<file path="src/hdl/bmprle8_pkg.sv">
// Shared types and constants for the RLE8 bitmap decoder.
`timescale 1ns / 1ps
package bmprle8_pkg;

  // Largest image side that the decoder honours; larger register values are clamped.
  localparam int unsigned MAX_DIM   = 4096;
  localparam int unsigned DIM_W     = 13;
  localparam int unsigned COL_W     = 16;
  localparam int unsigned ADDR_W    = 24;
  localparam int unsigned BYTE_W    = 8;
  localparam int unsigned CFG_IDX_W = 1;
  localparam int unsigned MIN_WIDTH = 8;

  localparam logic [CFG_IDX_W-1:0] CFG_IMAGE_WIDTH  = 1'b0;
  localparam logic [CFG_IDX_W-1:0] CFG_IMAGE_HEIGHT = 1'b1;

  localparam logic [DIM_W-1:0] WIDTH_RESET  = 13'd640;
  localparam logic [DIM_W-1:0] HEIGHT_RESET = 13'd480;

  typedef enum logic [2:0] {
    PH_COUNT,
    PH_VALUE,
    PH_ESC,
    PH_DX,
    PH_DY,
    PH_LIT,
    PH_PAD
  } phase_t;

  // Byte classes that matter to the parser: escape codes 0, 1, 2 and the rest.
  typedef enum logic [1:0] {
    BC_ZERO,
    BC_ONE,
    BC_TWO,
    BC_OTHER
  } byte_class_t;

  typedef enum logic {
    BK_IDLE,
    BK_EXEC
  } back_state_t;

  typedef struct packed {
    logic [BYTE_W-1:0] data_byte;
    logic              first_byte;
    byte_class_t       cls;
  } item_t;

  // Effective (clamped) image geometry.
  typedef struct packed {
    logic [DIM_W-1:0] width;
    logic [DIM_W-1:0] height;
  } geom_t;

endpackage

</file>
<file path="src/hdl/bmprle8_in_if.sv">
// Request channel carrying compressed bytes into the decoder.
`timescale 1ns / 1ps
interface bmprle8_in_if;
  logic       valid;
  logic       ready;
  logic [7:0] data_byte;
  logic       first_byte;

  modport source (output valid, output data_byte, output first_byte, input ready);
  modport sink (input valid, input data_byte, input first_byte, output ready);
endinterface

</file>
<file path="src/hdl/bmprle8_out_if.sv">
// Request channel carrying fill segments and the done marker out of the decoder.
`timescale 1ns / 1ps
interface bmprle8_out_if;
  logic        valid;
  logic        ready;
  logic [23:0] pixel_address;
  logic [7:0]  run_length;
  logic [7:0]  pixel_index;
  logic        out_of_range;
  logic        image_done;
  logic        last_of_run;

  modport source (output valid, output pixel_address, output run_length,
                  output pixel_index, output out_of_range, output image_done,
                  output last_of_run, input ready);
  modport sink (input valid, input pixel_address, input run_length,
                input pixel_index, input out_of_range, input image_done,
                input last_of_run, output ready);
endinterface

</file>
<file path="src/hdl/bmprle8_front.sv">
// Front end: takes input requests, classifies each byte and queues it for the back end.
`timescale 1ns / 1ps
module bmprle8_front (
  input  logic                 clk,
  input  logic                 rst_n,
  bmprle8_in_if.sink           in_req,
  input  logic                 q_pop,
  output logic                 q_valid,
  output bmprle8_pkg::item_t   q_item
);
  import bmprle8_pkg::*;

  localparam int unsigned QDEPTH = 4;
  localparam int unsigned QAW    = $clog2(QDEPTH);

  item_t              mem_r [QDEPTH];
  logic [QAW-1:0]     wr_ptr_r, wr_ptr_nxt;
  logic [QAW-1:0]     rd_ptr_r, rd_ptr_nxt;
  logic [QAW:0]       count_r, count_nxt;
  logic               push;
  logic               pop;
  item_t              new_item;

  assign in_req.ready = (count_r != (QAW+1)'(QDEPTH));
  assign push         = in_req.valid && in_req.ready;
  assign q_valid      = (count_r != '0);
  assign pop          = q_pop && q_valid;
  assign q_item       = mem_r[rd_ptr_r];

  always_comb begin
    new_item.data_byte  = in_req.data_byte;
    new_item.first_byte = in_req.first_byte;
    case (in_req.data_byte)
      8'd0:    new_item.cls = BC_ZERO;
      8'd1:    new_item.cls = BC_ONE;
      8'd2:    new_item.cls = BC_TWO;
      default: new_item.cls = BC_OTHER;
    endcase
  end

  always_comb begin
    wr_ptr_nxt = push ? wr_ptr_r + 1'b1 : wr_ptr_r;
    rd_ptr_nxt = pop ? rd_ptr_r + 1'b1 : rd_ptr_r;
    count_nxt  = count_r + (QAW+1)'(push) - (QAW+1)'(pop);
  end

  always_ff @(posedge clk) begin
    if (!rst_n) begin
      wr_ptr_r <= '0;
      rd_ptr_r <= '0;
      count_r  <= '0;
    end else begin
      wr_ptr_r <= wr_ptr_nxt;
      rd_ptr_r <= rd_ptr_nxt;
      count_r  <= count_nxt;
    end
  end

  always_ff @(posedge clk) begin
    if (push) begin
      mem_r[wr_ptr_r] <= new_item;
    end
  end

endmodule

</file>
<file path="src/hdl/bmprle8_back.sv">
// Back end: parses queued bytes and emits fill segments and the done marker through a registered output.
`timescale 1ns / 1ps
module bmprle8_back (
  input  logic                 clk,
  input  logic                 rst_n,
  input  bmprle8_pkg::geom_t   geom,
  input  logic                 q_valid,
  input  bmprle8_pkg::item_t   q_item,
  output logic                 q_pop,
  bmprle8_out_if.source        out_req
);
  import bmprle8_pkg::*;

  back_state_t          state_r, state_nxt;
  phase_t               phase_r, phase_nxt;
  logic [COL_W-1:0]     col_r, col_nxt;
  logic [DIM_W-1:0]     row_r, row_nxt;
  logic [BYTE_W-1:0]    pend_r, pend_nxt;
  logic [BYTE_W-1:0]    lidx_r, lidx_nxt;
  logic                 pad_r, pad_nxt;
  logic                 fin_r, fin_nxt;
  item_t                item_r, item_nxt;
  logic [BYTE_W-1:0]    rem_r, rem_nxt;
  logic [ADDR_W-1:0]    base_r, base_nxt;
  logic                 row_ok_r, row_ok_nxt;

  logic                 ov_r, ov_nxt;
  logic [ADDR_W-1:0]    oaddr_r, oaddr_nxt;
  logic [BYTE_W-1:0]    olen_r, olen_nxt;
  logic [BYTE_W-1:0]    oidx_r, oidx_nxt;
  logic                 ooor_r, ooor_nxt;
  logic                 odone_r, odone_nxt;
  logic                 olast_r, olast_nxt;

  logic                 can_emit;
  logic                 exec_last;
  logic                 fin_eff;
  logic [DIM_W-1:0]     row_eff;
  logic [DIM_W-1:0]     diff;
  logic [2*DIM_W-1:0]   prod;

  // segment datapath
  logic [COL_W-1:0]     w16;
  logic                 col_ge;
  logic [COL_W-1:0]     span;
  logic [BYTE_W-1:0]    seg_len;
  logic [COL_W-1:0]     colsum;
  logic [COL_W-1:0]     seg_col;
  logic [BYTE_W-1:0]    rem_left;
  logic [ADDR_W-1:0]    seg_addr;
  logic                 seg_oor;
  logic [DIM_W:0]       rowsum;
  logic [COL_W:0]       dxsum;
  logic [BYTE_W-1:0]    lidx_inc;

  assign can_emit = !ov_r || out_req.ready;
  assign fin_eff  = q_item.first_byte ? 1'b0 : fin_r;
  assign row_eff  = q_item.first_byte ? '0 : row_r;
  assign diff     = geom.height - DIM_W'(1) - row_eff;
  assign prod     = diff * geom.width;

  assign w16      = COL_W'(geom.width);
  assign col_ge   = (col_r >= w16);
  assign span     = w16 - col_r;
  assign seg_len  = col_ge ? BYTE_W'(1)
                  : ((span > COL_W'(rem_r)) ? rem_r : span[BYTE_W-1:0]);
  assign colsum   = col_r + COL_W'(seg_len);
  assign seg_col  = (col_ge || (colsum >= w16)) ? '0 : colsum;
  assign rem_left = rem_r - seg_len;
  assign seg_addr = row_ok_r ? (base_r + ADDR_W'(col_r)) : '0;
  assign seg_oor  = col_ge || !row_ok_r;
  assign lidx_inc = lidx_r + BYTE_W'(1);

  // rowsum serves both end of line (+1) and the vertical delta
  assign rowsum   = {1'b0, row_r} + ((phase_r == PH_DY) ? (DIM_W+1)'(item_r.data_byte)
                                                        : (DIM_W+1)'(1));
  assign dxsum    = {1'b0, col_r} + (COL_W+1)'(item_r.data_byte);

  // next state
  always_comb begin
    state_nxt = state_r;
    unique case (state_r)
      BK_IDLE: begin
        if (q_valid && !fin_eff) begin
          state_nxt = BK_EXEC;
        end
      end
      BK_EXEC: begin
        if (can_emit && exec_last) begin
          state_nxt = BK_IDLE;
        end
      end
      default: state_nxt = BK_IDLE;
    endcase
  end

  // outputs and datapath
  always_comb begin
    q_pop      = 1'b0;
    exec_last  = 1'b1;
    phase_nxt  = phase_r;
    col_nxt    = col_r;
    row_nxt    = row_r;
    pend_nxt   = pend_r;
    lidx_nxt   = lidx_r;
    pad_nxt    = pad_r;
    fin_nxt    = fin_r;
    item_nxt   = item_r;
    rem_nxt    = rem_r;
    base_nxt   = base_r;
    row_ok_nxt = row_ok_r;
    ov_nxt     = ov_r && !out_req.ready;
    oaddr_nxt  = oaddr_r;
    olen_nxt   = olen_r;
    oidx_nxt   = oidx_r;
    ooor_nxt   = ooor_r;
    odone_nxt  = odone_r;
    olast_nxt  = olast_r;

    unique case (state_r)
      BK_IDLE: begin
        if (q_valid) begin
          q_pop = 1'b1;
          if (q_item.first_byte) begin
            phase_nxt = PH_COUNT;
            col_nxt   = '0;
            row_nxt   = '0;
            pend_nxt  = '0;
            lidx_nxt  = '0;
            pad_nxt   = 1'b0;
            fin_nxt   = 1'b0;
          end
          item_nxt   = q_item;
          row_ok_nxt = (row_eff < geom.height);
          base_nxt   = prod[ADDR_W-1:0];
          rem_nxt    = (!q_item.first_byte && phase_r == PH_VALUE) ? pend_r : BYTE_W'(1);
        end
      end
      BK_EXEC: begin
        if (can_emit) begin
          case (phase_r)
            PH_VALUE, PH_LIT: begin
              ov_nxt    = 1'b1;
              oaddr_nxt = seg_addr;
              olen_nxt  = seg_len;
              oidx_nxt  = item_r.data_byte;
              ooor_nxt  = seg_oor;
              odone_nxt = 1'b0;
              olast_nxt = (rem_left == '0);
              col_nxt   = seg_col;
              rem_nxt   = rem_left;
              exec_last = (rem_left == '0);
              if (phase_r == PH_LIT) begin
                lidx_nxt = lidx_inc;
                if (lidx_inc >= pend_r) begin
                  phase_nxt = pad_r ? PH_PAD : PH_COUNT;
                end
              end else if (rem_left == '0) begin
                phase_nxt = PH_COUNT;
              end
            end
            PH_ESC: begin
              unique case (item_r.cls)
                BC_ZERO: begin
                  // end of line
                  col_nxt   = '0;
                  phase_nxt = PH_COUNT;
                  if (rowsum >= {1'b0, geom.height}) begin
                    row_nxt = geom.height;
                    fin_nxt = 1'b1;
                    ov_nxt  = 1'b1;
                  end else begin
                    row_nxt = rowsum[DIM_W-1:0];
                  end
                end
                BC_ONE: begin
                  phase_nxt = PH_COUNT;
                  fin_nxt   = 1'b1;
                  ov_nxt    = 1'b1;
                end
                BC_TWO: begin
                  phase_nxt = PH_DX;
                end
                default: begin
                  pend_nxt  = item_r.data_byte;
                  lidx_nxt  = '0;
                  pad_nxt   = item_r.data_byte[0];
                  phase_nxt = PH_LIT;
                end
              endcase
              if (fin_nxt && !fin_r) begin
                oaddr_nxt = '0;
                olen_nxt  = '0;
                oidx_nxt  = '0;
                ooor_nxt  = 1'b0;
                odone_nxt = 1'b1;
                olast_nxt = 1'b1;
              end
            end
            PH_DX: begin
              col_nxt   = dxsum[COL_W] ? '1 : dxsum[COL_W-1:0];
              phase_nxt = PH_DY;
            end
            PH_DY: begin
              phase_nxt = PH_COUNT;
              if (rowsum >= {1'b0, geom.height}) begin
                row_nxt   = geom.height;
                fin_nxt   = 1'b1;
                ov_nxt    = 1'b1;
                oaddr_nxt = '0;
                olen_nxt  = '0;
                oidx_nxt  = '0;
                ooor_nxt  = 1'b0;
                odone_nxt = 1'b1;
                olast_nxt = 1'b1;
              end else begin
                row_nxt = rowsum[DIM_W-1:0];
              end
            end
            PH_PAD: begin
              phase_nxt = PH_COUNT;
            end
            default: begin
              if (item_r.cls == BC_ZERO) begin
                phase_nxt = PH_ESC;
              end else begin
                pend_nxt  = item_r.data_byte;
                phase_nxt = PH_VALUE;
              end
            end
          endcase
        end
      end
      default: ;
    endcase
  end

  always_ff @(posedge clk) begin
    if (!rst_n) begin
      state_r <= BK_IDLE;
      phase_r <= PH_COUNT;
      col_r   <= '0;
      row_r   <= '0;
      pend_r  <= '0;
      lidx_r  <= '0;
      pad_r   <= 1'b0;
      fin_r   <= 1'b0;
      ov_r    <= 1'b0;
    end else begin
      state_r <= state_nxt;
      phase_r <= phase_nxt;
      col_r   <= col_nxt;
      row_r   <= row_nxt;
      pend_r  <= pend_nxt;
      lidx_r  <= lidx_nxt;
      pad_r   <= pad_nxt;
      fin_r   <= fin_nxt;
      ov_r    <= ov_nxt;
    end
  end

  always_ff @(posedge clk) begin
    item_r   <= item_nxt;
    rem_r    <= rem_nxt;
    base_r   <= base_nxt;
    row_ok_r <= row_ok_nxt;
    oaddr_r  <= oaddr_nxt;
    olen_r   <= olen_nxt;
    oidx_r   <= oidx_nxt;
    ooor_r   <= ooor_nxt;
    odone_r  <= odone_nxt;
    olast_r  <= olast_nxt;
  end

  assign out_req.valid         = ov_r;
  assign out_req.pixel_address = oaddr_r;
  assign out_req.run_length    = olen_r;
  assign out_req.pixel_index   = oidx_r;
  assign out_req.out_of_range  = ooor_r;
  assign out_req.image_done    = odone_r;
  assign out_req.last_of_run   = olast_r;

endmodule

</file>
<file path="src/hdl/bmp_rle8_decoder.sv">
// Top level of the RLE8 bitmap decoder: configuration registers, front end and back end.
// Each byte is accepted into the queue, then popped in the back end's IDLE state (row base
// multiply) and executed in EXEC, one EXEC step per segment of a run, into a registered
// output; the next byte waits for EXEC to end. A byte ignored after done is just popped.
// A 4-entry queue between front and back decouples input stalls from output stalls.
// Reset (synchronous, rst_n low): queue empty, parser expects a count byte, column and
// row zero, width 640, height 480.
`timescale 1ns / 1ps
module bmp_rle8_decoder (
  input  logic                                 clk,
  input  logic                                 rst_n,
  input  logic                                 cfg_we,
  input  logic [bmprle8_pkg::CFG_IDX_W-1:0]    cfg_index,
  input  logic [bmprle8_pkg::DIM_W-1:0]        cfg_wdata,
  bmprle8_in_if.sink                           in_req,
  bmprle8_out_if.source                        out_req
);
  import bmprle8_pkg::*;

  logic [DIM_W-1:0] width_r, width_nxt;
  logic [DIM_W-1:0] height_r, height_nxt;
  geom_t            geom;
  logic             q_valid;
  logic             q_pop;
  item_t            q_item;

  always_comb begin
    width_nxt  = width_r;
    height_nxt = height_r;
    if (cfg_we) begin
      unique case (cfg_index)
        CFG_IMAGE_WIDTH:  width_nxt  = cfg_wdata;
        CFG_IMAGE_HEIGHT: height_nxt = cfg_wdata;
        default: ;
      endcase
    end
  end

  always_ff @(posedge clk) begin
    if (!rst_n) begin
      width_r  <= WIDTH_RESET;
      height_r <= HEIGHT_RESET;
    end else begin
      width_r  <= width_nxt;
      height_r <= height_nxt;
    end
  end

  // clamp geometry to the supported range
  always_comb begin
    if (32'(width_r) < MIN_WIDTH) begin
      geom.width = DIM_W'(MIN_WIDTH);
    end else if (32'(width_r) > MAX_DIM) begin
      geom.width = DIM_W'(MAX_DIM);
    end else begin
      geom.width = width_r;
    end
    if (height_r == '0) begin
      geom.height = DIM_W'(1);
    end else if (32'(height_r) > MAX_DIM) begin
      geom.height = DIM_W'(MAX_DIM);
    end else begin
      geom.height = height_r;
    end
  end

  bmprle8_front u_front (
    .clk     (clk),
    .rst_n   (rst_n),
    .in_req  (in_req),
    .q_pop   (q_pop),
    .q_valid (q_valid),
    .q_item  (q_item)
  );

  bmprle8_back u_back (
    .clk     (clk),
    .rst_n   (rst_n),
    .geom    (geom),
    .q_valid (q_valid),
    .q_item  (q_item),
    .q_pop   (q_pop),
    .out_req (out_req)
  );

endmodule

</file>
<file path="src/flat_wrapper.sv">
// flat-port wrapper written by rule: the top's interface ports become plain ports
module bmp_rle8_decoder_flat import bmprle8_pkg::*;
  (clk, rst_n, cfg_we, cfg_index, cfg_wdata, in_req_valid, in_req_data_byte, in_req_first_byte, in_req_ready, out_req_valid, out_req_pixel_address, out_req_run_length, out_req_pixel_index, out_req_out_of_range, out_req_image_done, out_req_last_of_run, out_req_ready);
  bmprle8_in_if in_req_i ();
  bmprle8_out_if out_req_i ();
  input  logic clk;
  input  logic rst_n;
  input  logic cfg_we;
  input  logic [bmprle8_pkg::CFG_IDX_W-1:0] cfg_index;
  input  logic [bmprle8_pkg::DIM_W-1:0] cfg_wdata;
  input wire logic [$bits(in_req_i.valid)-1:0] in_req_valid;
  input wire logic [$bits(in_req_i.data_byte)-1:0] in_req_data_byte;
  input wire logic [$bits(in_req_i.first_byte)-1:0] in_req_first_byte;
  output wire logic [$bits(in_req_i.ready)-1:0] in_req_ready;
  output wire logic [$bits(out_req_i.valid)-1:0] out_req_valid;
  output wire logic [$bits(out_req_i.pixel_address)-1:0] out_req_pixel_address;
  output wire logic [$bits(out_req_i.run_length)-1:0] out_req_run_length;
  output wire logic [$bits(out_req_i.pixel_index)-1:0] out_req_pixel_index;
  output wire logic [$bits(out_req_i.out_of_range)-1:0] out_req_out_of_range;
  output wire logic [$bits(out_req_i.image_done)-1:0] out_req_image_done;
  output wire logic [$bits(out_req_i.last_of_run)-1:0] out_req_last_of_run;
  input wire logic [$bits(out_req_i.ready)-1:0] out_req_ready;
  assign in_req_i.valid = in_req_valid;
  assign in_req_i.data_byte = in_req_data_byte;
  assign in_req_i.first_byte = in_req_first_byte;
  assign in_req_ready = in_req_i.ready;
  assign out_req_valid = out_req_i.valid;
  assign out_req_pixel_address = out_req_i.pixel_address;
  assign out_req_run_length = out_req_i.run_length;
  assign out_req_pixel_index = out_req_i.pixel_index;
  assign out_req_out_of_range = out_req_i.out_of_range;
  assign out_req_image_done = out_req_i.image_done;
  assign out_req_last_of_run = out_req_i.last_of_run;
  assign out_req_i.ready = out_req_ready;
  bmp_rle8_decoder u_core (.clk(clk), .rst_n(rst_n), .cfg_we(cfg_we), .cfg_index(cfg_index), .cfg_wdata(cfg_wdata), .in_req(in_req_i), .out_req(out_req_i));
endmodule
</file>
<file path="config.mk">
export PLATFORM = sky130hd
export DESIGN_NAME = bmp_rle8_decoder_flat
export DESIGN_NICKNAME = d
export VERILOG_FILES = /design/src/hdl/bmprle8_pkg.sv /design/src/hdl/bmprle8_in_if.sv /design/src/hdl/bmprle8_out_if.sv /design/src/hdl/bmprle8_front.sv /design/src/hdl/bmprle8_back.sv /design/src/hdl/bmp_rle8_decoder.sv /design/src/flat_wrapper.sv
export SDC_FILE = /design/constraint.sdc
export NUM_CORES = 1
export LEC_CHECK = 0
export BUFFER_PORTS_ARGS = -buffer_cell sky130_fd_sc_hd__clkbuf_2
export CORE_MARGIN = 1.5
export CORE_UTILIZATION = 50
export CTS_BUF_LIST = sky130_fd_sc_hd__clkbuf_2 sky130_fd_sc_hd__clkbuf_4 sky130_fd_sc_hd__clkbuf_8
export DETAILED_ROUTE_END_ITERATION = 8
export GPL_ROUTABILITY_DRIVEN = 1
export MAX_ROUTING_LAYER = met4
export PLACE_DENSITY = 0.65
export SLEW_MARGIN = 10
export SYNTH_ARGS = -nofsm -noshare
export SYNTH_HDL_FRONTEND = slang
export SYNTH_SLANG_ARGS = --single-unit
</file>
<file path="constraint.sdc">
create_clock -name clk -period 17.35 [get_ports clk]
set_input_delay 0.8675 -clock clk [delete_from_list [all_inputs] [get_ports clk]]
set_output_delay 0.8675 -clock clk [all_outputs]
set_load 0.005 [all_outputs]
</file>
==> metrics.txt <==
routed wire length 50100 um; Data arrival, critical path 9.67 ns; CP Data Required Time 17.87 ns; CTS tree done; Crit-path slowest cell nor2_1; fin. max-slew vios 0; H-tree Lvls 2; first-pass GRT wire length 79800 um; Core Footprint 0.0378 mm2; Ports 73; die area 0.0399 mm2; Syn Nets 2474; crit end category flip-flop; Total Negative Setup Slacks 0 ns; Crit Path Max Fanout 13; HPWL after detailed placement 39300 um; worst-skew pair later-pin latency 0.62 ns; r2r worst-path depth 40; Slowest Stage Delay on Critical Path 0.78 ns; WS Path Type reg2reg; nets 2538; CP most frequent cell a21oi_1; grt ovf 0; peak supply drop 0.0883 mV; CTS clk-pin slew, worst paths 0.06 ns; Inst Count DP 2658; Final setup viols 0; Synth top area share 20.2%; die width 200 um; Layout Cells excl Fill 2732; r2r setup slk 8.21 ns; vias per cell 5.61; Post-synth EDFFs 130; flops & latches, synth 217; synth unique cells 90; Hold Crit Start u_core.u_back.row_r[12]; R2R Path Start u_core.width_r[7]; Worst R2R End u_core.u_back.col_r[0]; fraction of registers with async set/reset 0%; # diodes 0; initial DRC count 1066; vias 15.3k; synth top area cells edfxtp_1 (20%), fa_1 (13%), ha_1 (12%); Starting Density 51.1%; area grow syn2layout 8.70%; number of global-route vias before repair 15.0k; Hold Crit Endpoint u_core.u_back.row_r[12]; Worst Tran Pin Value 1.10 ns; Cell Rows 71; hold buffer count at CTS 0; Slew headroom 26.4%; register area share after synthesis 29.2%; Tmin final 9.14 ns; DRC violations left 0; clock sink count 217; Max Fclk 109 MHz; Setup Skew 0.0488 ns; PwrDens 122 mW/mm2; top_reg_cell synth edfxtp_1; startpoint types flip-flop; status finished, final reports clean; initial antenna violation count 0; share of cells above drive strength 1 10.3%; largest net degree at the start of global routing 81; I/O Buffers 72; First-pass DRT Iterations 5; Root Driver clkbuf_8; Syn Std Cell Area 0.0194 mm2; Maximum Capacitance Violations 0; hold path cells 2; RSZ-0062 raised after global routing no; Syn. warnings 0; Tot GR Track Use 26.7%; Util after Layout 55.6%; TritonCTS Buffers 40; Lkg Pwr 9.35 nW; antenna viol nets, final 0; period utilization 52.7%; DR WL/cell 18.3 um; clk buf depth 3; post-CTS setup repair buffer count 0; syn_area_per_cell 9.11 um2; routability cong. 0.983; chip height 200 um; cell taking the most area after synthesis edfxtp_1; Mapped Cells 2125; final hold vios 0; Gates resized, CTS repair 0; Hold Path Class reg2reg
==> sequential cells by signal, indices dropped and copies added, names as in the netlist, 2 cells and up, named ones only <==
register	flops
u_core.u_back.pend_r	8
u_core.u_front.wr_ptr_r	2
u_core.u_back.phase_r	3
u_core.u_back.out_req.pixel_index	8
u_core.u_back.rem_r	8
u_core.u_back.out_req.run_length	8
u_core.u_front.mem_r	44
u_core.u_back.lidx_r	8
u_core.u_front.count_r	3
u_core.u_back.row_r	13
u_core.u_front.rd_ptr_r	2
u_core.width_r	13
u_core.u_back.out_req.pixel_address	24
u_core.u_back.col_r	16
u_core.u_back.base_r	24
u_core.u_back.item_r	10
u_core.height_r	13
==> critical path, delay by kind of cell (launching register included) <==
family | cells | cell delay, ns
AO/OA/AOI/OAI | 18 | 3.03
XOR/XNOR | 2 | 0.43
adder cells (fa/ha/maj) | 4 | 1.21
buffers and inverters | 1 | 0.10
flip-flops | 1 | 0.37
multiplexers | 1 | 0.28
AND/OR/NAND/NOR | 14 | 3.63
==> logic make-up after synthesis <==
group | after synthesis | share of synthesized area, %
buffers and inverters | 323 | 6.51
adders and majority gates | 322 | 25.8
and+or+nand+nor | 741 | 18.3
muxes | 26 | 2.00
xor gates and xnor gates | 95 | 4.34
DFF | 217 | 29.2
AOI/OAI and AO/OA | 401 | 13.9
==> synthesized netlist by cell type (4+ instances only) <==
cell	n
mux2i_1	14
a21oi_1	107
a211o_1	7
a21o_1	29
xnor2_1	70
and3_1	25
or3_1	7
nor3b_1	5
nor3_1	39
edfxtp_1	130
buf_6	4
mux4_2	10
xor2_1	24
nand2b_1	22
o21bai_1	19
or2_2	7
a22o_1	22
o22ai_1	4
ha_1	193
nor2b_1	36
nand2_1	307
nor2_1	139
nand3_1	50
a31oi_1	10
a211oi_1	7
a21oi_2	5
o21ai_0	77
nand2b_4	6
dfxtp_1	87
o21a_1	27
and3_2	4
fa_1	128
o211ai_1	4
nand4_1	11
and2_1	51
inv_1	251
a21boi_0	37
o31ai_1	4
nor2_2	6
nor4_1	9
buf_1	5
clkbuf_1	57
==> routing by layer <==
metal | vias up | GRT usage (%) | wire length, um
met5 | - | - | 0
li1 | 7342 | - | -
met2 | 432 | 41.6 | 23300
met3 | 88 | 3.34 | 2800
met4 | 0 | 8.69 | 1450
met1 | 7457 | 36.3 | 22500
==> worst max-delay path by stage <==
stage          slack, ns               from                  endpoint  cells after the start
6_report            8.21  u_core.width_r[7]    u_core.u_back.col_r[0]                     40
4_1_cts             8.31  u_core.width_r[7]    u_core.u_back.col_r[0]                     40
3_3_place_gp        8.71  u_core.width_r[7]    u_core.u_back.col_r[0]                     40
3_5_place_dp        8.40  u_core.width_r[7]    u_core.u_back.col_r[0]                     40
5_1_grt             7.41  u_core.width_r[7]    u_core.u_back.col_r[0]                     40
2_1_floorplan       9.31          flip-flop  u_core.u_back.base_r[22]                     32
==> area by class of cell <==
| type | instances | area, um2 |
|---|---|---|
| Timing Repair Buffer | 92 | 510 |
| Inverter | 253 | 955 |
| Sequential cell | 217 | 5650 |
| Clock buffer | 59 | 724 |
| Clock inverter | 15 | 100 |
| Tap cell | 511 | 639 |
| Multi-Input combinational cell | 1585 | 12500 |
| Fill cell | 3581 | 16800 |
==> per-stage QoR <==
| step | worst slack (ns) | hold slack [ns] | total power [mW] | instance area [um2] |
|---|---|---|---|---|
| floorplan | 9.31 | 0.425 | 1.74 | 19400 |
| global placement | 8.71 | 0.440 | 2.04 | 20200 |
| detailed placement | 8.40 | 0.450 | 2.07 | 20200 |
| CTS | 8.31 | 0.455 | 2.59 | 21000 |
| global route | 7.41 | 0.475 | 2.79 | 21000 |
| finish | 8.21 | 0.459 | 2.57 | 21000 |
==> report_power, final <==
| group | total [mW] | internal (mW) | leakage (nW) | switching, mW |
|---|---|---|---|---|
| clock | 0.507 | 0.272 | 0.440 | 0.235 |
| combinational | 1.28 | 0.523 | 7.00 | 0.758 |
| sequential | 0.783 | 0.701 | 1.91 | 0.0826 |
| total | 2.57 | 1.50 | 9.35 | 1.08 |
==> cells in the final DEF, fill, tap and decap left out, types with 9 or more instances in the layout <==
cell type,n
clkbuf_4,14
a31oi_1,10
a21o_1,29
dfxtp_1,87
nand2b_1,22
o21bai_1,19
a21oi_1,107
clkbuf_2,72
and2_1,51
o21a_1,26
nand4_1,11
edfxtp_1,130
nand2_1,307
fa_1,128
xor2_1,24
mux2i_1,14
nor4_1,9
mux4_2,10
xnor2_1,70
nor3_1,39
inv_1,251
clkbuf_8,45
nand3_1,50
a21boi_0,37
buf_4,20
nor2b_1,36
a22o_1,22
ha_1,193
and3_1,25
o21ai_0,76
nor2_1,137
No activity file was read; power rests on OpenSTA's default activity.
